===== src/sv/jsu_pkg.sv =====
`timescale 1ns / 1ps

package jsu_pkg;

  // Depth of the command queue between the decoder and the byte expander.
  localparam int unsigned JSU_QUEUE_DEPTH = 4;

  typedef enum logic [1:0] {
    KIND_DATA   = 2'd0,
    KIND_CLOSED = 2'd1,
    KIND_ERROR  = 2'd2
  } jsu_kind_e;

  // One decoded input byte: an optional code point, an optional second code
  // unit (an unpaired unit that followed a held high surrogate), and an
  // optional trailing single result. They are emitted in that order.
  typedef struct packed {
    logic        a_vld;
    logic [20:0] a_cp;
    logic        b_vld;
    logic [15:0] b_cp;
    logic        t_vld;
    logic [7:0]  t_byte;
    jsu_kind_e   t_kind;
  } jsu_cmd_t;

  // Number of UTF-8 bytes for a code point.
  function automatic logic [2:0] utf8_len(input logic [20:0] cp);
    logic [2:0] len;
    if (cp < 21'h00080) begin
      len = 3'd1;
    end else if (cp < 21'h00800) begin
      len = 3'd2;
    end else if (cp < 21'h10000) begin
      len = 3'd3;
    end else begin
      len = 3'd4;
    end
    return len;
  endfunction

  // Byte number idx of the UTF-8 form of a code point.
  function automatic logic [7:0] utf8_byte(input logic [20:0] cp, input logic [1:0] idx);
    logic [7:0] b;
    b = 8'h00;
    unique case (utf8_len(cp))
      3'd1: b = {1'b0, cp[6:0]};
      3'd2: b = (idx == 2'd0) ? {3'b110, cp[10:6]} : {2'b10, cp[5:0]};
      3'd3: begin
        unique case (idx)
          2'd0:    b = {4'b1110, cp[15:12]};
          2'd1:    b = {2'b10, cp[11:6]};
          default: b = {2'b10, cp[5:0]};
        endcase
      end
      default: begin
        unique case (idx)
          2'd0: b = {5'b11110, cp[20:18]};
          2'd1: b = {2'b10, cp[17:12]};
          2'd2: b = {2'b10, cp[11:6]};
          2'd3: b = {2'b10, cp[5:0]};
        endcase
      end
    endcase
    return b;
  endfunction

endpackage


===== src/sv/jsu_front.sv =====
`timescale 1ns / 1ps

module jsu_front (
  input  logic             clk_i,
  input  logic             rst_ni,
  input  logic             in_valid_i,
  input  logic [7:0]       in_byte_i,
  input  logic             in_eot_i,
  input  logic             queue_full_i,
  output logic             in_ready_o,
  output logic             push_o,
  output jsu_pkg::jsu_cmd_t cmd_o
);
  import jsu_pkg::*;

  typedef enum logic [2:0] {
    PH_IDLE,
    PH_BODY,
    PH_ESC,
    PH_HEX,
    PH_PEND,
    PH_PEND_ESC,
    PH_PEND_HEX
  } phase_e;

  phase_e      phase_q, phase_d;
  logic [1:0]  cnt_q, cnt_d;
  logic [15:0] acc_q, acc_d;
  logic [15:0] pend_q, pend_d;

  logic        accept;
  logic [3:0]  hex_val;
  logic        hex_ok;
  logic [15:0] acc_next;
  logic        last_digit;
  logic        esc_ok;
  logic [7:0]  esc_byte;
  logic        err;
  logic        nxt_high;
  logic        nxt_low;
  jsu_cmd_t    cmd;

  assign accept     = in_valid_i && !queue_full_i;
  assign in_ready_o = !queue_full_i;

  always_comb begin
    hex_ok  = 1'b1;
    hex_val = 4'h0;
    if (in_byte_i >= 8'h30 && in_byte_i <= 8'h39) begin
      hex_val = in_byte_i[3:0];
    end else if ((in_byte_i >= 8'h61 && in_byte_i <= 8'h66) ||
                 (in_byte_i >= 8'h41 && in_byte_i <= 8'h46)) begin
      hex_val = in_byte_i[3:0] + 4'd9;
    end else begin
      hex_ok = 1'b0;
    end
  end

  always_comb begin
    esc_ok   = 1'b1;
    esc_byte = in_byte_i;
    unique case (in_byte_i)
      8'h22, 8'h5C, 8'h2F: esc_byte = in_byte_i;
      8'h62:   esc_byte = 8'h08;
      8'h66:   esc_byte = 8'h0C;
      8'h6E:   esc_byte = 8'h0A;
      8'h72:   esc_byte = 8'h0D;
      8'h74:   esc_byte = 8'h09;
      default: esc_ok = 1'b0;
    endcase
  end

  assign acc_next   = {acc_q[11:0], hex_val};
  assign last_digit = (cnt_q == 2'd3);
  assign nxt_high   = (acc_next >= 16'hD800) && (acc_next <= 16'hDBFF);
  assign nxt_low    = (acc_next >= 16'hDC00) && (acc_next <= 16'hDFFF);

  always_comb begin
    phase_d = phase_q;
    cnt_d   = cnt_q;
    acc_d   = acc_q;
    pend_d  = pend_q;
    err     = 1'b0;
    cmd     = '0;
    cmd.t_kind = KIND_DATA;

    unique case (phase_q)
      PH_IDLE: begin
        if (in_byte_i == 8'h22) begin
          phase_d = PH_BODY;
        end else begin
          err = 1'b1;
        end
      end
      PH_BODY, PH_PEND: begin
        if (phase_q == PH_PEND && in_byte_i == 8'h5C) begin
          phase_d = PH_PEND_ESC;
        end else begin
          if (phase_q == PH_PEND) begin
            cmd.a_vld = 1'b1;
            cmd.a_cp  = {5'd0, pend_q};
            pend_d    = '0;
          end
          phase_d = PH_BODY;
          if (in_byte_i == 8'h22) begin
            cmd.t_vld  = 1'b1;
            cmd.t_kind = KIND_CLOSED;
            phase_d    = PH_IDLE;
            cnt_d      = '0;
            acc_d      = '0;
            pend_d     = '0;
          end else if (in_byte_i == 8'h5C) begin
            phase_d = PH_ESC;
          end else begin
            cmd.t_vld  = 1'b1;
            cmd.t_byte = in_byte_i;
          end
        end
      end
      PH_ESC, PH_PEND_ESC: begin
        if (in_byte_i == 8'h75) begin
          phase_d = (phase_q == PH_ESC) ? PH_HEX : PH_PEND_HEX;
          cnt_d   = '0;
          acc_d   = '0;
        end else if (esc_ok) begin
          if (phase_q == PH_PEND_ESC) begin
            cmd.a_vld = 1'b1;
            cmd.a_cp  = {5'd0, pend_q};
            pend_d    = '0;
          end
          cmd.t_vld  = 1'b1;
          cmd.t_byte = esc_byte;
          phase_d    = PH_BODY;
        end else begin
          err = 1'b1;
        end
      end
      PH_HEX, PH_PEND_HEX: begin
        if (!hex_ok) begin
          err = 1'b1;
        end else begin
          acc_d = acc_next;
          cnt_d = cnt_q + 2'd1;
          if (last_digit) begin
            cnt_d   = '0;
            phase_d = PH_BODY;
            if (phase_q == PH_PEND_HEX) begin
              pend_d    = '0;
              cmd.a_vld = 1'b1;
              if (nxt_low) begin
                // Surrogate pair: 0x10000 + (hi - 0xD800) * 1024 + (lo - 0xDC00).
                cmd.a_cp = 21'h10000 + {1'b0, pend_q[9:0], acc_next[9:0]};
              end else begin
                cmd.a_cp = {5'd0, pend_q};
                if (nxt_high) begin
                  pend_d  = acc_next;
                  phase_d = PH_PEND;
                end else begin
                  cmd.b_vld = 1'b1;
                  cmd.b_cp  = acc_next;
                end
              end
            end else if (nxt_high) begin
              pend_d  = acc_next;
              phase_d = PH_PEND;
            end else begin
              cmd.a_vld = 1'b1;
              cmd.a_cp  = {5'd0, acc_next};
            end
          end
        end
      end
      default: err = 1'b1;
    endcase

    // The text ending inside the string turns the step into a single error.
    if (in_eot_i && !(cmd.t_vld && cmd.t_kind != KIND_DATA)) begin
      err = 1'b1;
    end
    if (err) begin
      cmd        = '0;
      cmd.t_vld  = 1'b1;
      cmd.t_kind = KIND_ERROR;
    end
    if (err || in_eot_i) begin
      phase_d = PH_IDLE;
      cnt_d   = '0;
      acc_d   = '0;
      pend_d  = '0;
    end
  end

  assign cmd_o  = cmd;
  assign push_o = accept && (cmd.a_vld || cmd.b_vld || cmd.t_vld);

  always_ff @(posedge clk_i or negedge rst_ni) begin
    if (!rst_ni) begin
      phase_q <= PH_IDLE;
      cnt_q   <= '0;
      acc_q   <= '0;
      pend_q  <= '0;
    end else if (accept) begin
      phase_q <= phase_d;
      cnt_q   <= cnt_d;
      acc_q   <= acc_d;
      pend_q  <= pend_d;
    end
  end

  a_eot_idle: assert property (@(posedge clk_i) disable iff (!rst_ni)
    accept && in_eot_i |=> phase_q == PH_IDLE && pend_q == 16'd0)
    else $error("state not cleared after end of text");

  a_err_alone: assert property (@(posedge clk_i) disable iff (!rst_ni)
    push_o && cmd.t_kind == KIND_ERROR |-> !cmd.a_vld && !cmd.b_vld)
    else $error("error result mixed with data");

  a_pend_high: assert property (@(posedge clk_i) disable iff (!rst_ni)
    phase_q == PH_PEND |-> pend_q >= 16'hD800 && pend_q <= 16'hDBFF)
    else $error("held unit is not a high surrogate");

endmodule


===== src/sv/jsu_queue.sv =====
`timescale 1ns / 1ps

module jsu_queue #(
  parameter int unsigned Depth = jsu_pkg::JSU_QUEUE_DEPTH
) (
  input  logic              clk_i,
  input  logic              rst_ni,
  input  logic              push_i,
  input  jsu_pkg::jsu_cmd_t wdata_i,
  input  logic              pop_i,
  output logic              full_o,
  output logic              valid_o,
  output jsu_pkg::jsu_cmd_t rdata_o
);
  import jsu_pkg::*;

  localparam int unsigned PtrW = (Depth > 1) ? $clog2(Depth) : 1;
  localparam int unsigned CntW = $clog2(Depth + 1);

  jsu_cmd_t          mem_q [Depth];
  logic [PtrW-1:0]   wptr_q, wptr_d, rptr_q, rptr_d;
  logic [CntW-1:0]   count_q, count_d;

  assign full_o  = (count_q == CntW'(Depth));
  assign valid_o = (count_q != '0);
  assign rdata_o = mem_q[rptr_q];

  always_comb begin
    wptr_d  = wptr_q;
    rptr_d  = rptr_q;
    count_d = count_q;
    if (push_i) begin
      wptr_d = (wptr_q == PtrW'(Depth - 1)) ? '0 : wptr_q + PtrW'(1);
    end
    if (pop_i) begin
      rptr_d = (rptr_q == PtrW'(Depth - 1)) ? '0 : rptr_q + PtrW'(1);
    end
    if (push_i && !pop_i) begin
      count_d = count_q + CntW'(1);
    end else if (pop_i && !push_i) begin
      count_d = count_q - CntW'(1);
    end
  end

  always_ff @(posedge clk_i or negedge rst_ni) begin
    if (!rst_ni) begin
      wptr_q  <= '0;
      rptr_q  <= '0;
      count_q <= '0;
    end else begin
      wptr_q  <= wptr_d;
      rptr_q  <= rptr_d;
      count_q <= count_d;
    end
  end

  always_ff @(posedge clk_i) begin
    if (push_i) begin
      mem_q[wptr_q] <= wdata_i;
    end
  end

  a_no_overflow: assert property (@(posedge clk_i) disable iff (!rst_ni)
    push_i |-> !full_o || pop_i)
    else $error("push into a full queue");

  a_no_underflow: assert property (@(posedge clk_i) disable iff (!rst_ni)
    pop_i |-> valid_o)
    else $error("pop from an empty queue");

  a_count_range: assert property (@(posedge clk_i) disable iff (!rst_ni)
    count_q <= CntW'(Depth))
    else $error("queue count out of range");

endmodule


===== src/sv/jsu_back.sv =====
`timescale 1ns / 1ps

module jsu_back (
  input  logic              clk_i,
  input  logic              rst_ni,
  input  logic              cmd_valid_i,
  input  jsu_pkg::jsu_cmd_t cmd_i,
  output logic              pop_o,
  output logic              out_valid_o,
  input  logic              out_ready_i,
  output logic [7:0]        out_byte_o,
  output logic [1:0]        out_kind_o,
  output logic              out_last_o
);
  import jsu_pkg::*;

  logic [2:0] idx_q, idx_d;
  logic       vld_q, vld_d;
  logic [7:0] byte_q, byte_d;
  jsu_kind_e  kind_q, kind_d;
  logic       last_q, last_d;

  logic [2:0] na, nb, nab, total;
  logic [2:0] boff;
  logic       load;
  logic       elem_last;

  assign na    = cmd_i.a_vld ? utf8_len(cmd_i.a_cp) : 3'd0;
  assign nb    = cmd_i.b_vld ? utf8_len({5'd0, cmd_i.b_cp}) : 3'd0;
  assign nab   = na + nb;
  assign total = nab + {2'd0, cmd_i.t_vld};
  assign boff  = idx_q - na;

  assign load      = cmd_valid_i && (!vld_q || out_ready_i);
  assign elem_last = (idx_q == total - 3'd1);
  assign pop_o     = load && elem_last;

  always_comb begin
    idx_d  = idx_q;
    vld_d  = vld_q && !out_ready_i;
    byte_d = byte_q;
    kind_d = kind_q;
    last_d = last_q;
    if (load) begin
      vld_d  = 1'b1;
      last_d = elem_last;
      idx_d  = elem_last ? 3'd0 : idx_q + 3'd1;
      if (idx_q < na) begin
        byte_d = utf8_byte(cmd_i.a_cp, idx_q[1:0]);
        kind_d = KIND_DATA;
      end else if (idx_q < nab) begin
        byte_d = utf8_byte({5'd0, cmd_i.b_cp}, boff[1:0]);
        kind_d = KIND_DATA;
      end else begin
        byte_d = (cmd_i.t_kind == KIND_DATA) ? cmd_i.t_byte : 8'h00;
        kind_d = cmd_i.t_kind;
      end
    end
  end

  always_ff @(posedge clk_i or negedge rst_ni) begin
    if (!rst_ni) begin
      idx_q <= '0;
      vld_q <= 1'b0;
    end else begin
      idx_q <= idx_d;
      vld_q <= vld_d;
    end
  end

  always_ff @(posedge clk_i) begin
    byte_q <= byte_d;
    kind_q <= kind_d;
    last_q <= last_d;
  end

  assign out_valid_o = vld_q;
  assign out_byte_o  = byte_q;
  assign out_kind_o  = kind_q;
  assign out_last_o  = last_q;

  a_status_last: assert property (@(posedge clk_i) disable iff (!rst_ni)
    vld_q && kind_q != KIND_DATA |-> last_q)
    else $error("status result is not the last of its run");

  a_idx_range: assert property (@(posedge clk_i) disable iff (!rst_ni)
    cmd_valid_i |-> idx_q < total)
    else $error("expander index past end of command");

  a_idle_idx: assert property (@(posedge clk_i) disable iff (!rst_ni)
    !cmd_valid_i |-> idx_q == 3'd0)
    else $error("expander index left over without a command");

endmodule


===== src/sv/json_string_unescape_utf8.sv =====
// Channel   Dir  Handshake                 Payload
// s_axis    in   s_axis_tvalid/tready      tdata = in_byte, tlast = end_of_text
// m_axis    out  m_axis_tvalid/tready      tdata = out_byte, tuser = kind,
//                                          tlast = run_last
//
// The decoder takes one input byte per cycle while the command queue has room.
// The expander gives one result per cycle while the receiver is ready, so a byte
// that decodes into several results (up to six) holds the output for each of
// them in turn; the queue of JSU_QUEUE_DEPTH entries absorbs these bursts. A
// byte's results pass through the queue and then the expander's output register
// before they are presented. Reset is asynchronous and active low and leaves the
// block awaiting an opening quote. A stalled output holds its transfer and backs
// up into the queue; the input stalls only when the queue is full.
`timescale 1ns / 1ps

module json_string_unescape_utf8 #(
  parameter int unsigned QueueDepth = jsu_pkg::JSU_QUEUE_DEPTH
) (
  input  logic       clk_i,
  input  logic       rst_ni,
  input  logic       s_axis_tvalid,
  output logic       s_axis_tready,
  input  logic [7:0] s_axis_tdata,   // [7:0] in_byte
  input  logic       s_axis_tlast,   // end_of_text
  output logic       m_axis_tvalid,
  input  logic       m_axis_tready,
  output logic [7:0] m_axis_tdata,   // [7:0] out_byte
  output logic [1:0] m_axis_tuser,   // [1:0] kind
  output logic       m_axis_tlast    // run_last
);
  import jsu_pkg::*;

  logic     push;
  logic     pop;
  logic     full;
  logic     head_valid;
  jsu_cmd_t push_cmd;
  jsu_cmd_t head_cmd;

  // Front: runs the escape state machine and turns each byte that yields results into a command.
  jsu_front u_front (
    .clk_i        (clk_i),
    .rst_ni       (rst_ni),
    .in_valid_i   (s_axis_tvalid),
    .in_byte_i    (s_axis_tdata),
    .in_eot_i     (s_axis_tlast),
    .queue_full_i (full),
    .in_ready_o   (s_axis_tready),
    .push_o       (push),
    .cmd_o        (push_cmd)
  );

  // Commands wait here so that the decoder and the expander stall on their own.
  jsu_queue #(
    .Depth (QueueDepth)
  ) u_queue (
    .clk_i   (clk_i),
    .rst_ni  (rst_ni),
    .push_i  (push),
    .wdata_i (push_cmd),
    .pop_i   (pop),
    .full_o  (full),
    .valid_o (head_valid),
    .rdata_o (head_cmd)
  );

  // Back: spells each command out as UTF-8 bytes, copied bytes and status results.
  jsu_back u_back (
    .clk_i       (clk_i),
    .rst_ni      (rst_ni),
    .cmd_valid_i (head_valid),
    .cmd_i       (head_cmd),
    .pop_o       (pop),
    .out_valid_o (m_axis_tvalid),
    .out_ready_i (m_axis_tready),
    .out_byte_o  (m_axis_tdata),
    .out_kind_o  (m_axis_tuser),
    .out_last_o  (m_axis_tlast)
  );

endmodule


===== config.mk =====
export PLATFORM = sky130hd
export DESIGN_NAME = json_string_unescape_utf8
export DESIGN_NICKNAME = d
export VERILOG_FILES = /design/src/sv/jsu_pkg.sv /design/src/sv/jsu_front.sv /design/src/sv/jsu_queue.sv /design/src/sv/jsu_back.sv /design/src/sv/json_string_unescape_utf8.sv
export SDC_FILE = /design/constraint.sdc
export NUM_CORES = 1
export LEC_CHECK = 0
export BUFFER_PORTS_ARGS = -buffer_cell sky130_fd_sc_hd__buf_4
export CORE_UTILIZATION = 50
export DETAILED_ROUTE_END_ITERATION = 7
export PLACE_DENSITY_LB_ADDON = 0.08
export SLEW_MARGIN = 10
export SYNTH_ARGS = -nofsm -noshare
export SYNTH_HDL_FRONTEND = slang
export SYNTH_SLANG_ARGS = --single-unit
export TNS_END_PERCENT = 50

===== constraint.sdc =====
create_clock -name clk_i -period 5.9 [get_ports clk_i]
set_clock_uncertainty 0.15 [all_clocks]
set_input_delay 0.295 -clock clk_i [delete_from_list [all_inputs] [get_ports clk_i]]
set_output_delay 0.295 -clock clk_i [all_outputs]
set_load 0.05 [all_outputs]

==> impl_results.rst, run 1 <==
.. list-table::
   :header-rows: 1

   * - Metric
     - Value
   * - Proportion of netlist area held by the largest area contributor
     - 51.0%
   * - Status
     - finished, final reports clean
   * - Finish-stage setup viols
     - 0
   * - Maximum single-stage delay on the critical path
     - 0.64 ns
   * - Kind of critical path
     - register to register
   * - Number of buffers inserted during clock tree synthesis
     - 27
   * - Weighted congestion reported at the end of routability-driven placement
     - 0.954
   * - Max-cap violations
     - 0
   * - Dominant register cell in the synthesized netlist
     - edfxtp_1
   * - Width of the die
     - 160 µm
   * - Vias after detailed routing
     - 7,655
   * - Post-DRT Antenna Nets
     - 0
   * - Post-synth EDFFs
     - 211
   * - Number of synthesized register bits
     - 255
   * - Post-cts sizing count
     - 0
   * - Top cells by area, synth
     - edfxtp_1, dfrtp_1, mux4_2
   * - CTS root buf
     - clkbuf_16
   * - Required time at the endpoint of the critical path
     - 6.17 ns
   * - Hold WC Path Type
     - input pin to register
   * - Proportion of register bits with asynchronous set or reset after synthesis
     - 17.3%
   * - Area of the die
     - 25,500 µm²
   * - Share of the yosys chip area belonging to registers
     - 59.8%
   * - Post-synth top cells
     - edfxtp_1, nor2_1, inv_1, nand2_1, dfrtp_1
   * - TritonCTS clock tree
     - built
   * - Synthesized cell area
     - 12,400 µm²
   * - First DRT Iteration DRCs
     - 711
   * - Initial Util
     - 51.1%
   * - Largest net degree at the start of global routing
     - 45
   * - Post-detailed-routing wire length
     - 28.9 mm
   * - Total leakage power
     - 4.91 nW
   * - CP Data Arrival Time
     - 5.62 ns
   * - Vertical die dimension
     - 160 µm
   * - Share of the clock period used by the worst path
     - 90.8%
   * - Synthesis-to-layout area growth
     - 10.6%
   * - Minimum setup slack after placement
     - 0.476 ns
   * - Global-route wire length before repair
     - 44.8 mm
   * - Post-CTS Repair Setup Buffers
     - 0
   * - YS warnings
     - 0
   * - Setup repair after global routing missed its margin
     - false
   * - Cell variety after synth
     - 85
   * - Most frequent cell after synthesis
     - edfxtp_1
   * - Sequence of cells on the critical path
     - buf_4 > mux4_1 > nor2_1 > and2_1 > nand2_1 > nor2_1 > ha_1 > inv_1 > fa_1 > ha_1 > xor2_1 > xnor3_1 > nor4_2 > inv_1 > ha_1 > inv_1 > fa_1 > mux2_2
   * - Total number of H-tree levels
     - 1
   * - Clock transition time at the flip-flop clock pins of the worst setup and hold paths
     - 0.06 ns
   * - Synth Instances
     - 896
   * - CTS Hold Bufs
     - 2
   * - Crit start category
     - register
   * - Avg Inst Size Synth
     - 13.9 µm²
   * - Rel. slew slack
     - 32.8%
   * - # nets final
     - 965
   * - Vias/cell
     - 6.04
   * - Post-route setup slack
     - 0.544 ns
   * - Slowest cell on the critical path
     - mux4_1
   * - Actual transition at the worst max-transition pin
     - 1.01 ns
   * - Biggest fanout along the worst timing path
     - 15
   * - Post-Syn Nets
     - 936
   * - Via count of the first global-routing pass
     - 7,525
   * - Setup Total Neg Slack
     - 0 ns
   * - Maximum clock frequency
     - 187 MHz
   * - Antenna violations before repair
     - 0
   * - I/O pin count
     - 26
   * - # fillers
     - 1,972
   * - Detailed-placement wirelength estimate
     - 20.5 mm
   * - Port Buffers
     - 25
   * - WL/cell
     - 22.8 µm
   * - Capturing element type of the critical path
     - register
   * - Total iterations of the first detailed-routing run
     - 5
   * - Cell type contributing the most total cell area after synthesis
     - edfxtp_1
   * - Count of standard-cell rows
     - 57
   * - Power density cells
     - 478 nW/µm²
   * - Global-route congestion overflow total
     - 0
   * - Total core area
     - 24,300 µm²
   * - Overall fraction of global-route tracks in use
     - 23.1%
   * - Diode count
     - 0
   * - Maximum root-to-sink buffer count
     - 3
   * - Final routed DRC violation total
     - 0
   * - IR drop worst, VDD
     - 0.263 mV
   * - Clk Latency, worst-skew pair
     - 0.53 ns
   * - Max-slew violation count
     - 0
   * - Post-layout minimum cycle time
     - 5.36 ns
   * - TritonCTS sink count
     - 255
   * - Endpoints failing hold
     - 0
   * - Fraction of final layout cells with drive strength greater than 1
     - 17.8%
-- layout make-up --
| class | count | area (µm²) | area share [%] |
|---|---|---|---|
| inverter | 53 | 199 | 1.45 |
| sequential | 255 | 7440 | 54.1 |
| clock inverter | 13 | 126 | 0.919 |
| multi-input combinational | 544 | 4540 | 33.0 |
| clock buffer | 34 | 702 | 5.11 |
| timing repair buffer | 44 | 335 | 2.44 |
| tap | 324 | 405 | 2.95 |
-- kinds of logic (layout without fill, tap and decap cells) --
family / count (synthesis) / count (layout) / synth area share, %
muxes: 86 / 86 / 12.5
AOI/OAI and AO/OA: 179 / 179 / 10.1
and+or+nand+nor: 237 / 237 / 9.87
xor gates and xnor gates: 14 / 14 / 1.10
DFF: 255 / 255 / 59.8
adders and majority gates: 28 / 28 / 2.92
buffers and inverters: 97 / 144 / 3.69
-- power by group --
group | internal (mW) | switching [mW] | leakage, nW | total [mW]
Clock | 0.926 | 0.662 | 0.394 | 1.59
Combinational | 0.993 | 1.47 | 1.96 | 2.46
Sequential | 2.36 | 0.155 | 2.56 | 2.51
-- placed cells by master (no fill, tap or decap), drive strengths merged, types with 4 or more instances in the layout --
master and n:
or3 4, nor2b 19, mux4 50, a221oi 12
mux2i 25, edfxtp 211, a21o 8, dfrtp 44
nand3b 5, xnor2 7, ha 25, a311oi 5
nor3 11, nand2b 7, inv 53, o22ai 5
o21ai 39, a31oi 6, buf 42, a211oi 10
xor2 6, and2 9, clkbuf 34, nor2 71
a21boi 5, clkinv 8, a222oi 5, and3 7
nand2 53, a21oi 46, a22oi 12, mux2 11
nor3b 5, nand3 24
-- sequential cells by signal (all words and copies together) (netlist names) --
| register | cells |
|---|---|
| u_back.out_byte_o | 8 |
| u_queue.rptr_q | 2 |
| u_queue.wptr_q | 2 |
| u_back.out_kind_o | 2 |
| u_queue.mem_q | 200 |
| u_back.idx_q | 3 |
| u_front.pend_q | 16 |
| u_back.out_valid_o | 1 |
| u_front.cnt_q | 2 |
| u_queue.count_q | 3 |
| u_back.out_last_o | 1 |
| u_front.phase_q | 3 |
| u_front.acc_q | 12 |
-- metrics by stage --
step | power, mW | area, µm² | hold WS [ns] | utilization, % | cells
final | 6.56 | 13700 | 0.126 | 56.5 | 1267
after global routing | 6.91 | 13700 | 0.132 | 56.5 | 1267
after CTS | 6.62 | 13700 | 0.101 | 56.5 | 1267
after detailed placement | 5.02 | 12900 | 0.193 | 53.0 | 1218
after global placement | 4.98 | 12900 | 0.185 | 53.0 | 1218
after floorplan | 4.34 | 12400 | -0.151 | - | 896
-- worst max-delay path: cells and delay by family, from the launching register on --
family        cells  cell delay (ns)
fa+ha+maj         5             1.47
simple gates      5             1.14
mux               2             0.91
buf+inv           4             0.57
flops             1             0.55
xor+xnor          2             0.42
-- path summary, 6_finish.rpt --
kind                                          from                   to  slack (ns)  cells past startpoint
worst min-delay path               s_axis_tdata[1]  u_queue.mem_q[0][3]        0.13                      3
worst min register to register  u_back.out_valid_o   u_back.out_valid_o        0.35                      2
max in group asynchronous                   rst_ni     u_front.cnt_q[1]        4.96                      2
min in group asynchronous                   rst_ni    u_queue.rptr_q[1]        0.16                      2
worst max-delay path             u_queue.rptr_q[0]   u_queue.count_q[1]        0.54                     18
worst max register to register   u_queue.rptr_q[0]   u_queue.count_q[1]        0.54                     18
-- layer usage --
metal  global-route usage, %  wire length, µm  part of all wire [%]  vias to the layer above
li1                        -                -                     -                     3517
met1                    33.9            13600                    47                     3852
met2                    36.6            13300                    46                      245
met3                    2.96             1300                   4.5                       41
met4                    5.73              677                   2.3                        0
met5                       0                0                     0                        -
Note: power is estimated with default switching activity, not from simulation.
==> run 2: changes to the inputs <==
==> constraint.sdc (replaced) <==
create_clock -name clk_i -period 5.9 [get_ports clk_i]
set_clock_uncertainty 0.15 [all_clocks]
set_input_delay 0.885 -clock clk_i [delete_from_list [all_inputs] [get_ports clk_i]]
set_output_delay 0.885 -clock clk_i [all_outputs]
set_load 0.05 [all_outputs]
==> impl_results.rst, run 2 (same netlist as run 1, synthesis figures left out) <==
.. list-table::
   :header-rows: 1

   * - Metric
     - Value
   * - Status
     - finished, final reports clean
   * - Post-layout minimum cycle time
     - 5.53 ns
   * - Required time at the endpoint of the critical path
     - 6.17 ns
   * - Max-cap violations
     - 0
   * - Width of the die
     - 160 µm
   * - Max-slew violation count
     - 0
   * - Largest regs
     - u_queue.mem_q (200), u_front.pend_q (16), u_front.acc_q (12)
   * - Setup repair after global routing missed its margin
     - false
   * - Global-route wire length before repair
     - 45.2 mm
   * - # fillers
     - 1,955
   * - Weighted congestion reported at the end of routability-driven placement
     - 0.886
   * - Total number of H-tree levels
     - 1
   * - Number of buffers inserted during clock tree synthesis
     - 28
   * - Port Buffers
     - 25
   * - Overall fraction of global-route tracks in use
     - 23.4%
   * - Total core area
     - 24,300 µm²
   * - IR drop worst, VDD
     - 0.329 mV
   * - Most common cell after layout, fill and taps aside
     - edfxtp_1
   * - CTS root buf
     - clkbuf_16
   * - Diode count
     - 0
   * - Hold WC Path Type
     - input pin to asynchronous set/reset pin
   * - Finish-stage setup viols
     - 0
   * - Antenna violations before repair
     - 1
   * - Clock transition time at the flip-flop clock pins of the worst setup and hold paths
     - 0.06 ns
   * - Vias/cell
     - 6.06
   * - Largest net degree at the start of global routing
     - 51
   * - Vertical die dimension
     - 160 µm
   * - Total iterations of the first detailed-routing run
     - 6
   * - Fraction of final layout cells with drive strength greater than 1
     - 18.3%
   * - Post-DRT Antenna Nets
     - 0
   * - Setup Total Neg Slack
     - 0 ns
   * - Count of standard-cell rows
     - 57
   * - Rel. slew slack
     - 28.9%
   * - Post-detailed-routing wire length
     - 29.1 mm
   * - Total leakage power
     - 4.94 nW
   * - Vias after detailed routing
     - 7,692
   * - Post-route setup slack
     - 0.372 ns
   * - Final routed DRC violation total
     - 0
   * - Initial Util
     - 51.1%
   * - Via count of the first global-routing pass
     - 7,622
   * - Area of the die
     - 25,500 µm²
   * - TritonCTS sink count
     - 255
   * - WL/cell
     - 23.0 µm
   * - First DRT Iteration DRCs
     - 744
   * - Final core utilization
     - 56.7%
   * - I/O pin count
     - 26
   * - Maximum clock frequency
     - 181 MHz
   * - Register bank with the most flops
     - u_queue.mem_q
   * - Actual transition at the worst max-transition pin
     - 1.07 ns
   * - Placed Cells
     - 1,217
   * - Biggest fanout along the worst timing path
     - 16
   * - Max reg flops
     - 200
   * - Capturing element type of the critical path
     - register
   * - Minimum setup slack after placement
     - 0.345 ns
   * - Global-route congestion overflow total
     - 0
   * - Endpoints failing hold
     - 0
   * - # nets final
     - 963
   * - CP Data Arrival Time
     - 5.80 ns
   * - TritonCTS clock tree
     - built
   * - Commonest cells after routing, fill and taps aside
     - edfxtp_1, nor2_1, inv_1, nand2_1, a21oi_1
   * - CTS Hold Bufs
     - 0
   * - Power density cells
     - 482 nW/µm²
   * - Post-CTS Repair Setup Buffers
     - 0
   * - Post-cts sizing count
     - 0
   * - Maximum root-to-sink buffer count
     - 3
   * - Share of the clock period used by the worst path
     - 93.7%
   * - Layout Cells excl Fill
     - 1,269
   * - Kind of critical path
     - register to register
   * - Detailed-placement wirelength estimate
     - 20.5 mm
   * - Clk Latency, worst-skew pair
     - 0.53 ns
   * - Synthesis-to-layout area growth
     - 11.0%
   * - Crit start category
     - register
   * - Register-to-Register Setup Slack
     - 0.37 ns
[run 2: metrics by stage]
stage	area, µm²	total power [mW]	hold slack [ns]
2_1_floorplan	12400	4.34	0.314
3_3_place_gp	12900	4.99	0.327
3_5_place_dp	12900	5.04	0.333
4_1_cts	13800	6.71	0.221
5_1_grt	13800	6.99	0.250
6_report	13800	6.65	0.211
[run 2: layer usage]
layer,track usage [%],part of all wire [%],up-vias
met5,0,0,-
met4,9.05,3.8,0
met3,2.86,5.4,62
met2,35.8,45,247
met1,34.3,46,3872
li1,-,-,3511
[run 2: final timing paths]
path,depth (start not counted),end,startpoint
setup / recovery,16,u_queue.count_q[1],u_queue.rptr_q[0]
hold / removal,1,u_back.idx_q[2],rst_ni
setup reg to reg,16,u_queue.count_q[1],u_queue.rptr_q[0]
hold reg to reg,1,u_queue.count_q[2],u_queue.count_q[2]
max in group asynchronous,1,u_front.pend_q[6],rst_ni
min in group clk_i,1,u_queue.count_q[2],u_queue.count_q[2]
[run 2: power by group]
group          switching (mW)  internal (mW)  total [mW]
Clock                   0.684          0.983        1.67
Sequential              0.157           2.36        2.52
Combinational            1.47          0.997        2.47
[run 2: cell type report]
class,instances,area [µm²],area share [%]
well taps,324,405,2.94
repair buffers,41,320,2.32
clock inverters,19,154,1.12
flip-flops and latches,255,7440,53.9
multi-input cells,544,4540,32.9
clock buffers,33,741,5.37
inverters,53,199,1.44
[run 2: worst max-delay path: stages, from the launching register on]
cell and delay [ns]:
dfrtp_2 0.66, mux4_1 0.68, or4_4 0.61, nor3_1 0.30
nor2_1 0.11, ha_1 0.19, inv_1 0.07, fa_1 0.44
ha_1 0.22, xor2_1 0.17, xnor3_1 0.28, nor4_2 0.45
inv_1 0.11, ha_1 0.22, inv_1 0.08, fa_1 0.39
mux2_2 0.26
